`config.mk`:
```
export PLATFORM = sky130hd
export DESIGN_NAME = brfifo_cfg
export DESIGN_NICKNAME = d
export VERILOG_FILES = /design/src/rtl/brfifo_pkg.sv /design/src/rtl/brfifo_cfg.sv
export SDC_FILE = /design/constraint.sdc
export NUM_CORES = 1
export LEC_CHECK = 0
export BUFFER_PORTS_ARGS = -buffer_cell sky130_fd_sc_hd__buf_2
export CAP_MARGIN = 30
export CORE_MARGIN = 2
export CORE_UTILIZATION = 42
export DETAILED_ROUTE_END_ITERATION = 12
export HOLD_SLACK_MARGIN = 0.05
export PLACE_DENSITY_LB_ADDON = 0.2
export SYNTH_ARGS = -nofsm -noshare
export SYNTH_HDL_FRONTEND = slang
export SYNTH_SLANG_ARGS = --single-unit
```
`constraint.sdc`:
```
create_clock -name clk -period 2.5 [get_ports clk]
set_clock_uncertainty 0.1 [all_clocks]
set_input_delay 0.5 -clock clk [delete_from_list [all_inputs] [get_ports clk]]
set_output_delay 0.5 -clock clk [all_outputs]
set_load 0.01 [all_outputs]
```
`src/rtl/brfifo_pkg.sv`:
```
`timescale 1ns / 1ps
`default_nettype none
// ----------------------------------------------------------------------------
// brfifo_pkg
// Shared types, codes and sizes of the byte ring FIFO with frame commit.
// ----------------------------------------------------------------------------
package brfifo_pkg;

  // Largest ring in bytes; must be a power of two
  localparam int MAX_DEPTH = 4096;
  localparam int PTR_W     = $clog2(MAX_DEPTH);

  // Widths fixed by the item formats
  localparam int CFG_DATA_W = 16;
  localparam int CNT_W      = 12;

  // Register indexes
  localparam logic REG_REQ_SIZE = 1'b0;
  localparam logic REG_ATOMIC   = 1'b1;

  // Request codes
  localparam logic REQ_PUSH = 1'b0;
  localparam logic REQ_POP  = 1'b1;

  // Frame status codes
  localparam logic [1:0] ST_OPEN     = 2'd0;
  localparam logic [1:0] ST_COMMIT   = 2'd1;
  localparam logic [1:0] ST_ROLLBACK = 2'd2;
  localparam logic [1:0] ST_TRUNC    = 2'd3;

  typedef struct packed {
    logic       req_type;
    logic [7:0] data_byte;
    logic       frame_last;
  } in_item_t;

  typedef struct packed {
    logic             read_valid;
    logic [7:0]       read_byte;
    logic             byte_stored;
    logic [1:0]       frame_status;
    logic [CNT_W-1:0] fill_count;
    logic [CNT_W-1:0] free_space;
  } out_item_t;

  // Configuration seen by the pointer logic
  typedef struct packed {
    logic [PTR_W-1:0] mask;
    logic             atomic;
    logic             clear;
  } cfg_state_t;

  // Result of one beat, minus the byte read from the store
  typedef struct packed {
    logic             valid;
    logic             read_valid;
    logic             byte_stored;
    logic [1:0]       frame_status;
    logic [CNT_W-1:0] fill_count;
    logic [CNT_W-1:0] free_space;
  } ctrl_res_t;

endpackage
`default_nettype wire

```
`src/rtl/brfifo_cfg.sv`:
```
`timescale 1ns / 1ps
`default_nettype none
// ----------------------------------------------------------------------------
// brfifo_cfg
// Configuration registers; turns the requested size into a ring index mask.
// ----------------------------------------------------------------------------
module brfifo_cfg
  import brfifo_pkg::*;
(
  input  wire logic                  clk,
  input  wire logic                  rst_n,
  input  wire logic                  cfg_we,
  input  wire logic                  cfg_index,
  input  wire logic [CFG_DATA_W-1:0] cfg_wdata,
  output      cfg_state_t            cfg_st
);

  logic [PTR_W-1:0] mask_r, mask_nxt;
  logic             atomic_r, atomic_nxt;
  logic             clear;
  logic             size_big;
  logic [PTR_W-1:0] req_m1;
  logic [PTR_W-1:0] smear;

  // Clamp the request, then round up to a power of two of at least 2
  always_comb begin
    size_big = (cfg_wdata == '0) ||
               (cfg_wdata >= CFG_DATA_W'(MAX_DEPTH));
    req_m1   = size_big ? {PTR_W{1'b1}} : (cfg_wdata[PTR_W-1:0] - PTR_W'(1));
    for (int i = 0; i < PTR_W; i++) begin
      smear[i] = |(req_m1 >> i);
    end
  end

  // Decode register writes
  always_comb begin
    mask_nxt   = mask_r;
    atomic_nxt = atomic_r;
    clear      = 1'b0;
    if (cfg_we) begin
      unique case (cfg_index)
        REG_REQ_SIZE: begin
          mask_nxt = smear | PTR_W'(1);
          clear    = 1'b1;
        end
        REG_ATOMIC: begin
          atomic_nxt = cfg_wdata[0];
        end
        default: begin
          mask_nxt = mask_r;
        end
      endcase
    end
  end

  always_ff @(posedge clk) begin
    if (!rst_n) begin
      mask_r   <= {PTR_W{1'b1}};
      atomic_r <= 1'b1;
    end else begin
      mask_r   <= mask_nxt;
      atomic_r <= atomic_nxt;
    end
  end

  assign cfg_st.mask   = mask_r;
  assign cfg_st.atomic = atomic_r;
  assign cfg_st.clear  = clear;

endmodule
`default_nettype wire

```
# --- After elaboration in Yosys (flattened, before gate mapping) ---
# Cells that the tools add are included.
# W data, S select, Z words.
totals:
  reg_bits: 12
  latchBits: 0
  ram_bits: 0
  romBits: 0
  in_bits: 20
  output_inout_bits: 14
  wordCells: 22
  mem_count: 0
classes:
  n_addsub: 1
  mul: 0
  div: 0
  n_lt_le_gt_ge: 1
  n_eq_ne: 0
  n_shift: 0
  n_mux: 3
  bitwise: 1
  reduce_logical: 14
op_table:
  columns: ["cell", "n"]
  rows:
  - ["$ge A16 B13 Y1 const B", 1]
  - ["$logic_not A16 Y1", 1]
  - ["$mux W12", 1]
  - ["$sub A12 B1 Y12 const B", 1]
  - ["$reduce_or A11 Y1", 1]
  - ["$reduce_or A10 Y1", 1]
  - ["$reduce_or A9 Y1", 1]
  - ["$reduce_or A8 Y1", 1]
  - ["$reduce_or A7 Y1", 1]
  - ["$reduce_or A6 Y1", 1]
  - ["$reduce_or A5 Y1", 1]
  - ["$reduce_and A2 Y1", 2]
  - ["$reduce_or A4 Y1", 1]
  - ["$reduce_or A3 Y1", 1]
  - ["$mux W1", 2]
  - ["$reduce_or A2 Y1", 1]
  - ["$logic_or A1 B1 Y1", 1]
  - ["$not A1 Y1", 1]

# --- Depth between registers and ports, before layout ---
depth:
  ltp_word: 4
  mapped_depth: 9
  mapped_depth_nobuf: 7

# --- Worst setup path after synthesis ---
# No wires, ideal clock.
synth_timing:
  kind: "in2reg"
  startpoint: "in cfg_wdata[0]"
  endpoint: "reg mask_r[7]"
  setup_ns: 0.135
  t_arrival_ns: 2.312
  t_required_ns: 2.265
  slack_ns: -0.047
  path_stages: 9
  n_path_buf: 2
  path_cell_list: "inv_1 ha_1 buf_2 or4b_1 buf_2 o21ai_2 or3b_4 o31ai_4 o211ai_2"
synth_via:
  elab_chain_cells: 4
  elab_cells_between_ends: 6
  classes_between: "1 x add/sub; 1 x order compare; 1 x mux; 3 x reduce/logical"
synth_lines:
  columns: ["item", "line_no", "source"]
  rows:
  - ["start, declared", "brfifo_cfg.sv:14", "input wire logic [CFG_DATA_W-1:0] cfg_wdata,"]
  - ["$ge A16 B13 Y1 or $logic_not A16 Y1 (tied branches)", "brfifo_cfg.sv:28, brfifo_cfg.sv:27", null]
  - ["$logic_or A1 B1 Y1", "brfifo_cfg.sv:27", "size_big = (cfg_wdata == '0) ||"]
  - ["$mux W12 *", "brfifo_cfg.sv:29", "req_m1 = size_big ? {PTR_W{1'b1}} : (cfg_wdata[PTR_W-1:0] - PTR_W'(1));"]
  - ["$reduce_or A5 Y1 *", "brfifo_cfg.sv:31", "smear[i] = |(req_m1 >> i);"]
  - ["end signal, assigned", "brfifo_cfg.sv:58", "mask_r <= {PTR_W{1'b1}};"]
  - ["end signal, assigned", "brfifo_cfg.sv:61", "mask_r <= mask_nxt;"]
  - ["end, declared", "brfifo_cfg.sv:18", "logic [PTR_W-1:0] mask_r, mask_nxt;"]
# Mark *: on every way between the ends. The rest lies on a longest branch, timed or not.
# A chain may end at the register's enable or synchronous reset.

# --- Final worst setup path ---
layout_timing:
  startpoint: "in cfg_wdata[0]"
  endpoint: "reg mask_r[6]"
layout_via:
  elab_chain_cells: 4
  elab_cells_between_ends: 6
  classes_between: "1 x add/sub; 1 x order compare; 1 x mux; 3 x reduce/logical"
layout_lines:
  columns: ["item", "line_no"]
  rows:
  - ["$ge A16 B13 Y1 or $logic_not A16 Y1 (tied branches)", "brfifo_cfg.sv:28, brfifo_cfg.sv:27"]
  - ["$logic_or A1 B1 Y1", "brfifo_cfg.sv:27"]
  - ["$mux W12 *", "brfifo_cfg.sv:29"]
  - ["$reduce_or A6 Y1 *", "brfifo_cfg.sv:31"]
# Marks and branches as above.

==> flow_summary.yaml <==
die:
  die_h_um: 49.1
  row_count: 16
  coreArea_mm2: 0.00194
  die_x_um: 49.1
  initial_core_util: 0.441
  io_pins: 34
  die_area_mm2: 0.00241
global_routing:
  grt_max_degree: 10
  overflow: 0
  antenna_found_initial: 0
  grt_usage: 0.205
  grt_pass1_vias: 876
  grt_pass1_wl_mm: 3.87
worst_setup_path:
  required_ns: 2.60
  reg2reg_depth: 2
  start_kind: "primary input"
  crit-reg2reg-capture: "mask_r[1]"
  r2r_slack_ns: 1.72
  worstPathMaxFanout: 4
  endpoint_kind: "flip-flop"
  path_class: "in -> reg"
  crit_end: "mask_r[6]"
  cp.arrival_ns: 2.45
  rr_startpoint: "mask_r[1]"
  cp-startpoint: "cfg_wdata[0]"
power_and_ir_drop:
  vdd_drop_max_uv: 317
  p_leak_nw: 0.445
  p_per_area_mw_per_mm2: 406
  power_mw: 0.457
synthesis:
  seq_area_frac_synth: 0.281
  synthCells: 111
  ys_ff_latch: 12
  synthArstFlopShare: 0
  yosysUniqueCellTypes: 45
  avgSynthCellArea_um2: 7.71
  synth_edf_count: 0
  synth_warnings: 0
  syn_area_um2: 856
  ys.flop_type: "dfxtp_1"
  syn-num-nets: 132
worst_hold_path:
  hp-class: "reg -> reg"
timing:
  tightest_slew_ns: 0.658
  final-max-slew-violation-count: 0
  hold_violations: 0
  grt_setup_unrepaired: "false"
  worst_hold_slack_ns: 0.348
  fin_crit_sh: 0.941
  timing.fmax_mhz: 425
  relSlewSlack: 0.555
  post-route-min-period_ns: 2.35
  setup_viol: 0
  setup_tns_ns: 0
finish:
  area_growth_pct: 31.3
  final_common_cell: "buf_2"
  layout-drive-gt1-share: 0.372
  nets: 170
  antenna_cells: 0
  final_cell_mix: "32 x buf_2, 13 x nand2_1, 12 x dfxtp_1, 12 x buf_4, 10 x nor2_1"
  final_area_mm2: 0.00112
routing:
  avgRoutedWirePerCell_um: 13.3
  wirelength_mm: 2.33
  drt_iter0_drc: 12
  antenna_left: 0
  firstDrtPassIters: 4
  routed_via_density: 5.47
  drc: 0
  route.vias.total: 957
clock_network:
  htreeDepth: 1
  postCtsHoldBufs: 0
  clk_pin_slew_ns: 0.08
  cts_tree: "built"
  insertion_delay_ns: 0.27
  cts.sinks: 12
  cts_buffer_depth: 2
  numCtsBuffers: 3
  cts_root_buffer: "clkbuf_4"
flow_run:
  drv_cap: 0
placed_design:
  dp_hpwl_mm: 1.81
  place_area_mm2: 0.00108
  gp_congestion: 0.824
  port_buffers: 32
outcome:
  outcome: "complete, no violations"
==> metal layers <==
metal	GRT usage	part of all wire
met5	0	0
met4	0.0429	0
met3	0.0583	0.048
met2	0.354	0.51
met1	0.252	0.44
==> final cells by class <==
class                           count  area (um2)
Fill cell                         200         818
Multi-Input combinational cell     84         548
Timing Repair Buffer               44         250
Sequential cell                    12         240
Clock buffer                        4        36.3
Tap cell                           27        33.8
Inverter                            4        15.0
==> repair_timing <==
action | in CTS | in global routing
hold endpoints to repair | 0 | 0
setup endpoints to repair | 0 | 3
gates resized for setup | 0 | 2
setup buffers | 0 | 0
==> cell usage after synthesis, drive strengths merged (3+ instances only) <==
cell	n	share of area
nand2	13	0.057
dfxtp	12	0.28
nor2	10	0.044
buf	7	0.057
nor3	6	0.035
nor4	5	0.037
o21ai	5	0.034
o31ai	5	0.060
clkbuf	4	0.018
inv	3	0.013
nand2b	3	0.022
or3	3	0.022
==> cell families after synthesis <==
kind of cell	after synthesis	synth area share
simple gates	52	0.322
compound gates	27	0.256
buf+inv	15	0.0921
flops	12	0.281
xor+xnor	3	0.0307
fa+ha+maj	1	0.0146
other cells	1	0.00438
==> critical path, cell delays in order <==
cell and delay [ns]:
buf_2 0.11, inv_1 0.06, ha_1 0.23, or4b_1 0.51, buf_4 0.17, buf_4 0.14, o41ai_1 0.46, a31oi_1 0.11
o21ai_1 0.16
==> through the flow <==
step | worst slack [ns] | utilization | cells
global route | 0.0184 | 0.579 | 175
floorplan | 0.0239 | - | 111
CTS | 0.141 | 0.573 | 175
finish | 0.147 | 0.579 | 175
global placement | -0.0813 | 0.554 | 171
detailed placement | -0.133 | 0.554 | 171
==> state kept, by name, indices dropped and copies added, names as in the netlist <==
register  cells
atomic_r      1
mask_r       11
==> how the worst min path moves through the flow <==
stage / slack, ns / startpoint / depth (start not counted) / to
finish: 0.35 / mask_r[8] / 2 / mask_r[8]
global route: 0.37 / mask_r[8] / 2 / mask_r[8]
CTS: 0.35 / mask_r[8] / 2 / mask_r[8]
detailed placement: 0.34 / mask_r[8] / 2 / mask_r[8]
global placement: 0.32 / mask_r[9] / 2 / mask_r[9]
floorplan: 0.35 / atomic_r / 2 / atomic_r
==> report_power, final <==
group          internal (mW)  total (mW)  leakage, nW  switching [mW]
Combinational         0.0454       0.104        0.326          0.0587
Clock                 0.0885       0.154       0.0210          0.0657
Sequential             0.196       0.198       0.0980         0.00235
Total                  0.330       0.457        0.445           0.127
Note: power is estimated with default switching activity, not from simulation.
