File: src/rtl/brfifo_pkg.sv
`timescale 1ns / 1ps
`default_nettype none
// ----------------------------------------------------------------------------
// brfifo_pkg
// Shared types, codes and sizes of the byte ring FIFO with frame commit.
// ----------------------------------------------------------------------------
package brfifo_pkg;

  // Largest ring in bytes; must be a power of two
  localparam int MAX_DEPTH = 4096;
  localparam int PTR_W     = $clog2(MAX_DEPTH);

  // Widths fixed by the item formats
  localparam int CFG_DATA_W = 16;
  localparam int CNT_W      = 12;

  // Register indexes
  localparam logic REG_REQ_SIZE = 1'b0;
  localparam logic REG_ATOMIC   = 1'b1;

  // Request codes
  localparam logic REQ_PUSH = 1'b0;
  localparam logic REQ_POP  = 1'b1;

  // Frame status codes
  localparam logic [1:0] ST_OPEN     = 2'd0;
  localparam logic [1:0] ST_COMMIT   = 2'd1;
  localparam logic [1:0] ST_ROLLBACK = 2'd2;
  localparam logic [1:0] ST_TRUNC    = 2'd3;

  typedef struct packed {
    logic       req_type;
    logic [7:0] data_byte;
    logic       frame_last;
  } in_item_t;

  typedef struct packed {
    logic             read_valid;
    logic [7:0]       read_byte;
    logic             byte_stored;
    logic [1:0]       frame_status;
    logic [CNT_W-1:0] fill_count;
    logic [CNT_W-1:0] free_space;
  } out_item_t;

  // Configuration seen by the pointer logic
  typedef struct packed {
    logic [PTR_W-1:0] mask;
    logic             atomic;
    logic             clear;
  } cfg_state_t;

  // Result of one beat, minus the byte read from the store
  typedef struct packed {
    logic             valid;
    logic             read_valid;
    logic             byte_stored;
    logic [1:0]       frame_status;
    logic [CNT_W-1:0] fill_count;
    logic [CNT_W-1:0] free_space;
  } ctrl_res_t;

endpackage
`default_nettype wire

File: src/rtl/brfifo_ctrl.sv
`timescale 1ns / 1ps
`default_nettype none
// ----------------------------------------------------------------------------
// brfifo_ctrl
// Ring pointers, frame commit and rollback, and the per-beat result flags.
// ----------------------------------------------------------------------------
module brfifo_ctrl
  import brfifo_pkg::*;
(
  input  wire logic             clk,
  input  wire logic             rst_n,
  input  wire logic             start,
  input  wire in_item_t         in_item,
  input  wire cfg_state_t       cfg_st,
  output      logic             ram_we,
  output      logic [PTR_W-1:0] ram_waddr,
  output      logic [7:0]       ram_wdata,
  output      logic             ram_re,
  output      logic [PTR_W-1:0] ram_raddr,
  output      ctrl_res_t        res
);

  logic [PTR_W-1:0] ch_r, ch_nxt;
  logic [PTR_W-1:0] wh_r, wh_nxt;
  logic [PTR_W-1:0] rt_r, rt_nxt;
  logic             ovf_r, ovf_nxt;
  logic             valid_r;
  logic             rvalid_r, rvalid_nxt;
  logic             stored_r, stored_nxt;
  logic [1:0]       status_r, status_nxt;
  logic             ovf_now;
  logic [PTR_W-1:0] used;
  logic [PTR_W-1:0] room;
  logic [PTR_W-1:0] committed;
  logic [PTR_W-1:0] fill;
  logic [PTR_W-1:0] used_out;

  // Work out one beat against the current pointers
  always_comb begin
    ch_nxt     = ch_r;
    wh_nxt     = wh_r;
    rt_nxt     = rt_r;
    ovf_nxt    = ovf_r;
    ovf_now    = ovf_r;
    rvalid_nxt = 1'b0;
    stored_nxt = 1'b0;
    status_nxt = ST_OPEN;
    ram_we     = 1'b0;
    ram_re     = 1'b0;
    used       = (wh_r - rt_r) & cfg_st.mask;
    room       = cfg_st.mask - used;
    committed  = (ch_r - rt_r) & cfg_st.mask;
    if (start) begin
      case (in_item.req_type)
        REQ_POP: begin
          if (committed != '0) begin
            ram_re     = 1'b1;
            rvalid_nxt = 1'b1;
            rt_nxt     = (rt_r + PTR_W'(1)) & cfg_st.mask;
          end
        end
        default: begin
          // Store the byte unless the frame already overflowed or the ring is full
          if (!ovf_r && room != '0) begin
            ram_we     = 1'b1;
            wh_nxt     = (wh_r + PTR_W'(1)) & cfg_st.mask;
            stored_nxt = 1'b1;
          end else begin
            ovf_now = 1'b1;
          end
          // Close the frame: commit, roll back or truncate
          if (in_item.frame_last) begin
            if (ovf_now) begin
              if (cfg_st.atomic) begin
                wh_nxt     = ch_r;
                status_nxt = ST_ROLLBACK;
              end else begin
                ch_nxt     = wh_nxt;
                status_nxt = ST_TRUNC;
              end
            end else begin
              ch_nxt     = wh_nxt;
              status_nxt = ST_COMMIT;
            end
            ovf_nxt = 1'b0;
          end else begin
            ovf_nxt = ovf_now;
          end
        end
      endcase
    end
  end

  assign ram_waddr = wh_r;
  assign ram_wdata = in_item.data_byte;
  assign ram_raddr = rt_r;

  // Pointer state; a size write empties the ring
  always_ff @(posedge clk) begin
    if (!rst_n || cfg_st.clear) begin
      ch_r  <= '0;
      wh_r  <= '0;
      rt_r  <= '0;
      ovf_r <= 1'b0;
    end else begin
      ch_r  <= ch_nxt;
      wh_r  <= wh_nxt;
      rt_r  <= rt_nxt;
      ovf_r <= ovf_nxt;
    end
  end

  // Result flags, shown for one cycle after the beat
  always_ff @(posedge clk) begin
    if (!rst_n) begin
      valid_r  <= 1'b0;
      rvalid_r <= 1'b0;
      stored_r <= 1'b0;
      status_r <= ST_OPEN;
    end else begin
      valid_r  <= start;
      rvalid_r <= rvalid_nxt;
      stored_r <= stored_nxt;
      status_r <= status_nxt;
    end
  end

  // Levels after the beat come straight from the updated pointers
  assign fill     = (ch_r - rt_r) & cfg_st.mask;
  assign used_out = (wh_r - rt_r) & cfg_st.mask;

  assign res.valid        = valid_r;
  assign res.read_valid   = rvalid_r;
  assign res.byte_stored  = stored_r;
  assign res.frame_status = status_r;
  assign res.fill_count   = CNT_W'(fill);
  assign res.free_space   = CNT_W'(cfg_st.mask - used_out);

  // A rolled-back frame leaves the write head on the commit point
  a_rollback_head: assert property (@(posedge clk) disable iff (!rst_n)
    (valid_r && status_r == ST_ROLLBACK) |-> (wh_r == ch_r))
    else $error("write head not restored after rollback");

  // Committed bytes never exceed written bytes
  a_fill_le_used: assert property (@(posedge clk) disable iff (!rst_n)
    fill <= used_out)
    else $error("commit point beyond write head");

  // Every accepted beat yields a result in the next cycle
  a_result_follows: assert property (@(posedge clk) disable iff (!rst_n)
    start |=> valid_r)
    else $error("result missing after accepted beat");

  // A beat is either a read or a store, never both
  a_push_pop_excl: assert property (@(posedge clk) disable iff (!rst_n)
    rvalid_r |-> (!stored_r && status_r == ST_OPEN))
    else $error("pop result carries push flags");

endmodule
`default_nettype wire

File: config.mk
export PLATFORM = sky130hd
export DESIGN_NAME = brfifo_ctrl
export DESIGN_NICKNAME = d
export VERILOG_FILES = /design/src/rtl/brfifo_pkg.sv /design/src/rtl/brfifo_ctrl.sv
export SDC_FILE = /design/constraint.sdc
export NUM_CORES = 1
export LEC_CHECK = 0
export ABC_AREA = 0
export BUFFER_PORTS_ARGS = -buffer_cell sky130_fd_sc_hd__buf_2
export CAP_MARGIN = 10
export CORE_UTILIZATION = 30
export CTS_CLUSTER_DIAMETER = 100
export CTS_CLUSTER_SIZE = 16
export DETAILED_ROUTE_END_ITERATION = 10
export SLEW_MARGIN = 10
export SYNTH_ARGS = -nofsm -noshare
export SYNTH_HDL_FRONTEND = slang
export SYNTH_SLANG_ARGS = --single-unit
File: constraint.sdc
create_clock -name clk -period 3.49 [get_ports clk]
set_clock_uncertainty 0.1 [all_clocks]
set_input_delay 0.349 -clock clk [delete_from_list [all_inputs] [get_ports clk]]
set_output_delay 0.349 -clock clk [all_outputs]
set_load 0.01 [all_outputs]
======== Word level (Yosys, flattened, before mapping) ========
Index checks and enable logic that the tools add are counted.
storage, ports and cells
  bits of input ports ..................... 27
  latch bits .............................. 0
  memories ................................ 0
  register bits after elaboration ......... 42
  bits in read-only memories .............. 0
  logic and storage cells ................. 50
  bits in writable memories ............... 0
  output and inout bits ................... 63
cells by class
  multipliers ............................. 0
  shift operators ......................... 0
  $add $sub $neg .......................... 5
  div/mod/pow operators ................... 0
  bitwise operators ....................... 9
  equality and inequality tests ........... 0
  reduce and logical (&&, ||, !) cells .... 11
  magnitude comparators ................... 0
  mux-type cells .......................... 16
operator list
  kind                                           count
  AND 12 bit                                     4
  two-way mux 12 bit                             4
  subtractor 12 bit                              3
  adder 12 x 1 -> 12 bit, second input constant  2
  nonzero test 12 bit                            2
  two-way mux 1 bit                              12
  AND reduction 3 bit                            2
  inverter 1 bit                                 5
  OR reduction 5 bit                             1
  OR reduction 4 bit                             1
  logical NOT 1 bit                              2
  AND reduction 2 bit                            1
  logical AND 1 bit                              1
  logical OR 1 bit                               1

======== Longest topological paths before layout ========
  depth after elaboration ................. 10
  mapped depth ............................ 18
  mapped depth without buffers ............ 16

======== Worst setup path before layout ========
OpenSTA, ideal clock, no wires.
  path type ............................... reg-to-reg
  from .................................... reg wh_r[0], in the netlist ram_waddr[0]
  to ...................................... reg wh_r[5], in the netlist ram_waddr[5]
  data arrival time ....................... 3.700 ns
  cell stages (with the launch flop) ...... 18
  clock period less this slack ............ 3.922 ns
  data required time ...................... 3.268 ns
  setup slack ............................. -0.432 ns
  path buffers ............................ 2
  setup time .............................. 0.122 ns
  path through ............................ dfxtp_1 -> inv_1 -> ha_1 -> inv_1 -> fa_1 -> nor2b_1 -> inv_1 -> ha_1 -> o211ai_1 -> nand2_1 -> or3_1 -> or4_1 -> nor4_2 -> a21o_2 -> buf_6 -> buf_12 -> o21ai_2 -> a221o_1
RTL lines
  element                   line                text
  start: declaration        brfifo_ctrl.sv:24   logic [PTR_W-1:0] wh_r, wh_nxt;
  start signal: assignment  brfifo_ctrl.sv:107  wh_r <= wh_nxt;

======== Worst setup path in the final report ========
  from .................................... reg wh_r[0], in the netlist ram_waddr[0]
  to ...................................... out ram_we
between the ends
  cells in the longest elaborated chain, start to end .. 8
RTL lines
  element                          line               text
  subtractor 12 bit                brfifo_ctrl.sv:50  used = (wh_r - rt_r) & cfg_st.mask;
  AND 12 bit                       brfifo_ctrl.sv:50
  subtractor 12 bit                brfifo_ctrl.sv:51  room = cfg_st.mask - used;
  nonzero test 12 bit              brfifo_ctrl.sv:64  if (!ovf_r && room != '0) begin
  logical AND 1 bit                brfifo_ctrl.sv:64
  two-way mux 1 bit                brfifo_ctrl.sv:64
  two-way mux 1 bit (2 in series)  --
  end: declaration                 brfifo_ctrl.sv:15  output logic ram_we,
Every way passes these cells.

==> impl_results.md <==
* Setup-failing EPs final at 42
* Syn Nets at 526
* Mean Syn Cell Area at approximately 8 µm²
* Startpoint Class: flip-flop
* Initial DRT Pass Iterations at 4
* First-pass GRT wire length at 22200 µm
* Pin count of the biggest net entering global routing at 26
* IO Pins at 90
* Max capacitance violation total at 0
* Primary FF master, synth: dfxtp_1
* Worst skew pair latency at 0.30 ns
* Hold Buf Count CTS at 0
* Final worst setup slack at -0.423 ns
* Routed Wire Length at 14200 µm
* Rel. slew slack at a little under a third
* I/O Buffers at 73
* Buf/Inv on CP at 5
* Initial core utilization at 31.0%
* Total Routing Usage GR at 22.1%
* Family with the most delay on the worst path: simple AND/OR/NAND/NOR gates
* Antenna violations before repair at 0
* Layout cells sized above 1 at 44.3%
* Warnings from Yosys at 0
* First-iteration detailed-routing DRC count at 213
* EDFF count, synth at 0
* Routability congestion estimate at between 0.9 and 1
* Die Wd at ~110 µm
* Nets at 676
* GRT busiest layer: met2
* Area Growth Syn to Fin at 49.5%
* Critical Path RT at 3.04 ns
* Worst path max stage delay at around 0.48 ns
* CP Cell Sequence: inv_4 -> ha_4 -> inv_2 -> fa_1 -> nor2b_2 -> inv_1 -> ha_2 -> o211ai_1 -> nand2_2 -> or3_1 -> or4_4 -> nor4_4 -> a21o_2 -> buf_6 -> nor2_1 -> buf_2
* Outcome: finished with violations
* Longest Clk Path Bufs at 2
* RSZ-0062 raised after global routing: true
* Synth Register Bits at 42
* Total CTS buffers at 5
* Final Cycle Share at 112%
* Vias in the first global route at 4139
* Largest cells by area after synthesis: dfxtp_1 (22%), ha_1 (8.3%), o21ai_0 (4.7%)
* Yosys top cell by area: dfxtp_1
* Synth top area share at 22.4%
* Tightest Pin Transition at 1.04 ns
* Lkg Pwr at 2.48 nW
* Max Clock Freq at 0.256 GHz
* Final Hold Viols at 0
* Post-synthesis cell type count at 75
* Inserted Diodes at 0
* Met3 usage at 3.61%
* Slowest cell on crit path: fa_1
* FFs w/ async S/R, synth at 0%
* DRC viols at 0
* WS Path Type: flip-flop to output port
* Post-route minimum period at 3.91 ns
* Via Count at 4377
* Synth Cell Area at 0.00376 mm²
* VDD IR-drop max at 236 µV
* Synth Instances at 472
* Clock tree root buffer cell: clkbuf_16
* Seq/Total Area, Yosys at 22.4%
* Sink Count at 42
* Core ar. at roughly 0.012 mm²
* Post-DR vias/cell at around 5.5
* Htree depth at 2
* Design Power at 1.45 mW
* Clock-pin transition on the worst setup and hold timing paths at 0.07 ns
* Cell area power density at about 260 mW/mm²
* Die Height at 114 µm
* Grt ovf at 0
* Die ar. at 0.0130 mm²
* CP Capture Type: output port
* Setup TNS Final at -8.80 ns
* Slew Viols, Final at 0
* CP max FO at 2
* CTS tree: built
* Hold WC Path Type: input pin to flip-flop
* Violated checks: negative setup slack
* WP data arrival at 3.46 ns
* Met1 GRT Util at between 20% and 30%
* Post-DRT Antenna Nets at 0
* Wire per inst at 18.0 µm
* Hpwl dp at ~11000 µm
* # rows at 40
* Met2 Use GR at around a third
-- cell usage after synthesis (3+ instances only) --
cell type / n
nand2_1: 27
nor2b_1: 10
nor4_1: 4
a21o_1: 4
clkbuf_1: 6
a211oi_2: 4
a221o_1: 7
o21ba_2: 7
o211ai_1: 4
nor2_1: 23
and2_1: 12
ha_1: 25
o21a_1: 4
nor3_1: 10
or4_1: 4
mux2i_1: 7
and3_1: 23
a21oi_1: 32
buf_4: 11
xor2_1: 7
nand4b_1: 3
nand3_1: 13
a31o_2: 4
buf_2: 6
or3_1: 5
xnor2_1: 8
a32oi_1: 3
nand2b_1: 5
o31ai_1: 3
inv_1: 30
a31oi_1: 10
nand4_1: 10
o21bai_1: 3
a211oi_1: 7
dfxtp_1: 42
o21ai_2: 3
o21ai_0: 35
or2_2: 5
-- cells by family (layout without fill, tap and decap cells) --
group / after synthesis / after routing / synth area share [%]
xor gates and xnor gates: 15 / 15 / 3.49
adders and majority gates: 27 / 27 / 9.38
buffers and inverters: 56 / 206 / 7.52
other: 1 / 1 / 0.0997
AOI/OAI and AO/OA: 157 / 158 / 30.1
DFF: 42 / 42 / 22.4
and+or+nand+nor: 167 / 167 / 25.2
muxes: 7 / 7 / 1.86
-- sequential cells by signal (all words and copies together), names as in the netlist --
signal     count
ovf_r          1
rvalid_r       1
ram_waddr     12
status_r       2
ram_raddr     12
ch_r          12
stored_r       1
valid_r        1
-- layout by cell type (no fill, tap or decap), drive strengths merged, types with 6 or more instances in the layout --
cell type  Yosys  final
o21ba          7      7
inv           30     30
nor2b         10     10
and2          13     13
buf           20    168
nand4         10     10
a21oi         34     35
dfxtp         42     42
a211oi        11     11
nand2b         6      6
mux2i          7      7
o21ai         39     39
ha            25     25
nand2         28     28
and3          23     23
xnor2          8      8
nand3         13     13
clkbuf         6      7
a31oi         10     10
xor2           7      7
nor3          10     10
a221o          7      7
nor2          25     25
-- final cells by class --
class,instances,area (µm²)
clock inverters,1,30.0
well taps,168,210
inverters,30,123
flip-flops and latches,42,850
clock buffers,7,133
repair buffers,168,1200
fillers,1191,6490
multi-input cells,375,3080
-- final timing paths --
kind                                   start  slack [ns]      endpoint  depth (start not counted)
worst min register to register      ch_r[11]        0.45      ch_r[11]                          2
worst max-delay path            ram_waddr[0]       -0.42        ram_we                         16
worst max register to register  ram_waddr[0]       -0.41  ram_waddr[3]                         19
worst min-delay path                   start        0.20       valid_r                          2
-- power by group --
| group | internal [mW] | total (mW) | switching (mW) |
|---|---|---|---|
| clock network | 0.339 | 0.546 | 0.207 |
| logic | 0.200 | 0.417 | 0.217 |
| registers | 0.485 | 0.491 | 0.00614 |
-- per-layer routing --
metal | part of all wire [%] | wire (µm)
met1 | 45 | 6350
met2 | 46 | 6480
met3 | 6.3 | 903
met4 | 3.4 | 488
met5 | 0 | 0
-- repair_timing --
item / 4_1_cts / 5_1_grt
gates resized for setup: 77 / 51
gates cloned: 1 / 0
endpoints found under the setup margin: 45 / 46
pin swaps: 43 / 30
buffers inserted: 16 / 13
-- metrics by stage --
step	util [%]	setup slack, ns	hold slack, ns	cells	area [µm²]
2_1_floorplan	-	-0.0696	0.371	472	3810
5_1_grt	46.4	-0.530	0.228	791	5620
3_5_place_dp	39.2	-0.432	0.408	758	4750
6_report	46.4	-0.423	0.197	791	5620
4_1_cts	43.9	-0.406	0.202	781	5320
3_3_place_gp	39.2	-0.370	0.406	758	4750
-- worst register-to-register path, cell delays in order, from the launching register on --
cell	delay, ns
dfxtp_4	0.35
inv_4	0.06
ha_4	0.13
inv_2	0.03
fa_1	0.48
nor2b_2	0.13
inv_1	0.05
ha_2	0.17
a211o_1	0.27
or4_4	0.47
a211oi_4	0.23
nor3b_4	0.08
a21o_2	0.24
buf_6	0.12
buf_4	0.13
buf_12	0.14
buf_12	0.13
a31oi_4	0.17
nor3_2	0.05
a311o_1	0.26
No activity file was read; power rests on OpenSTA's default activity.
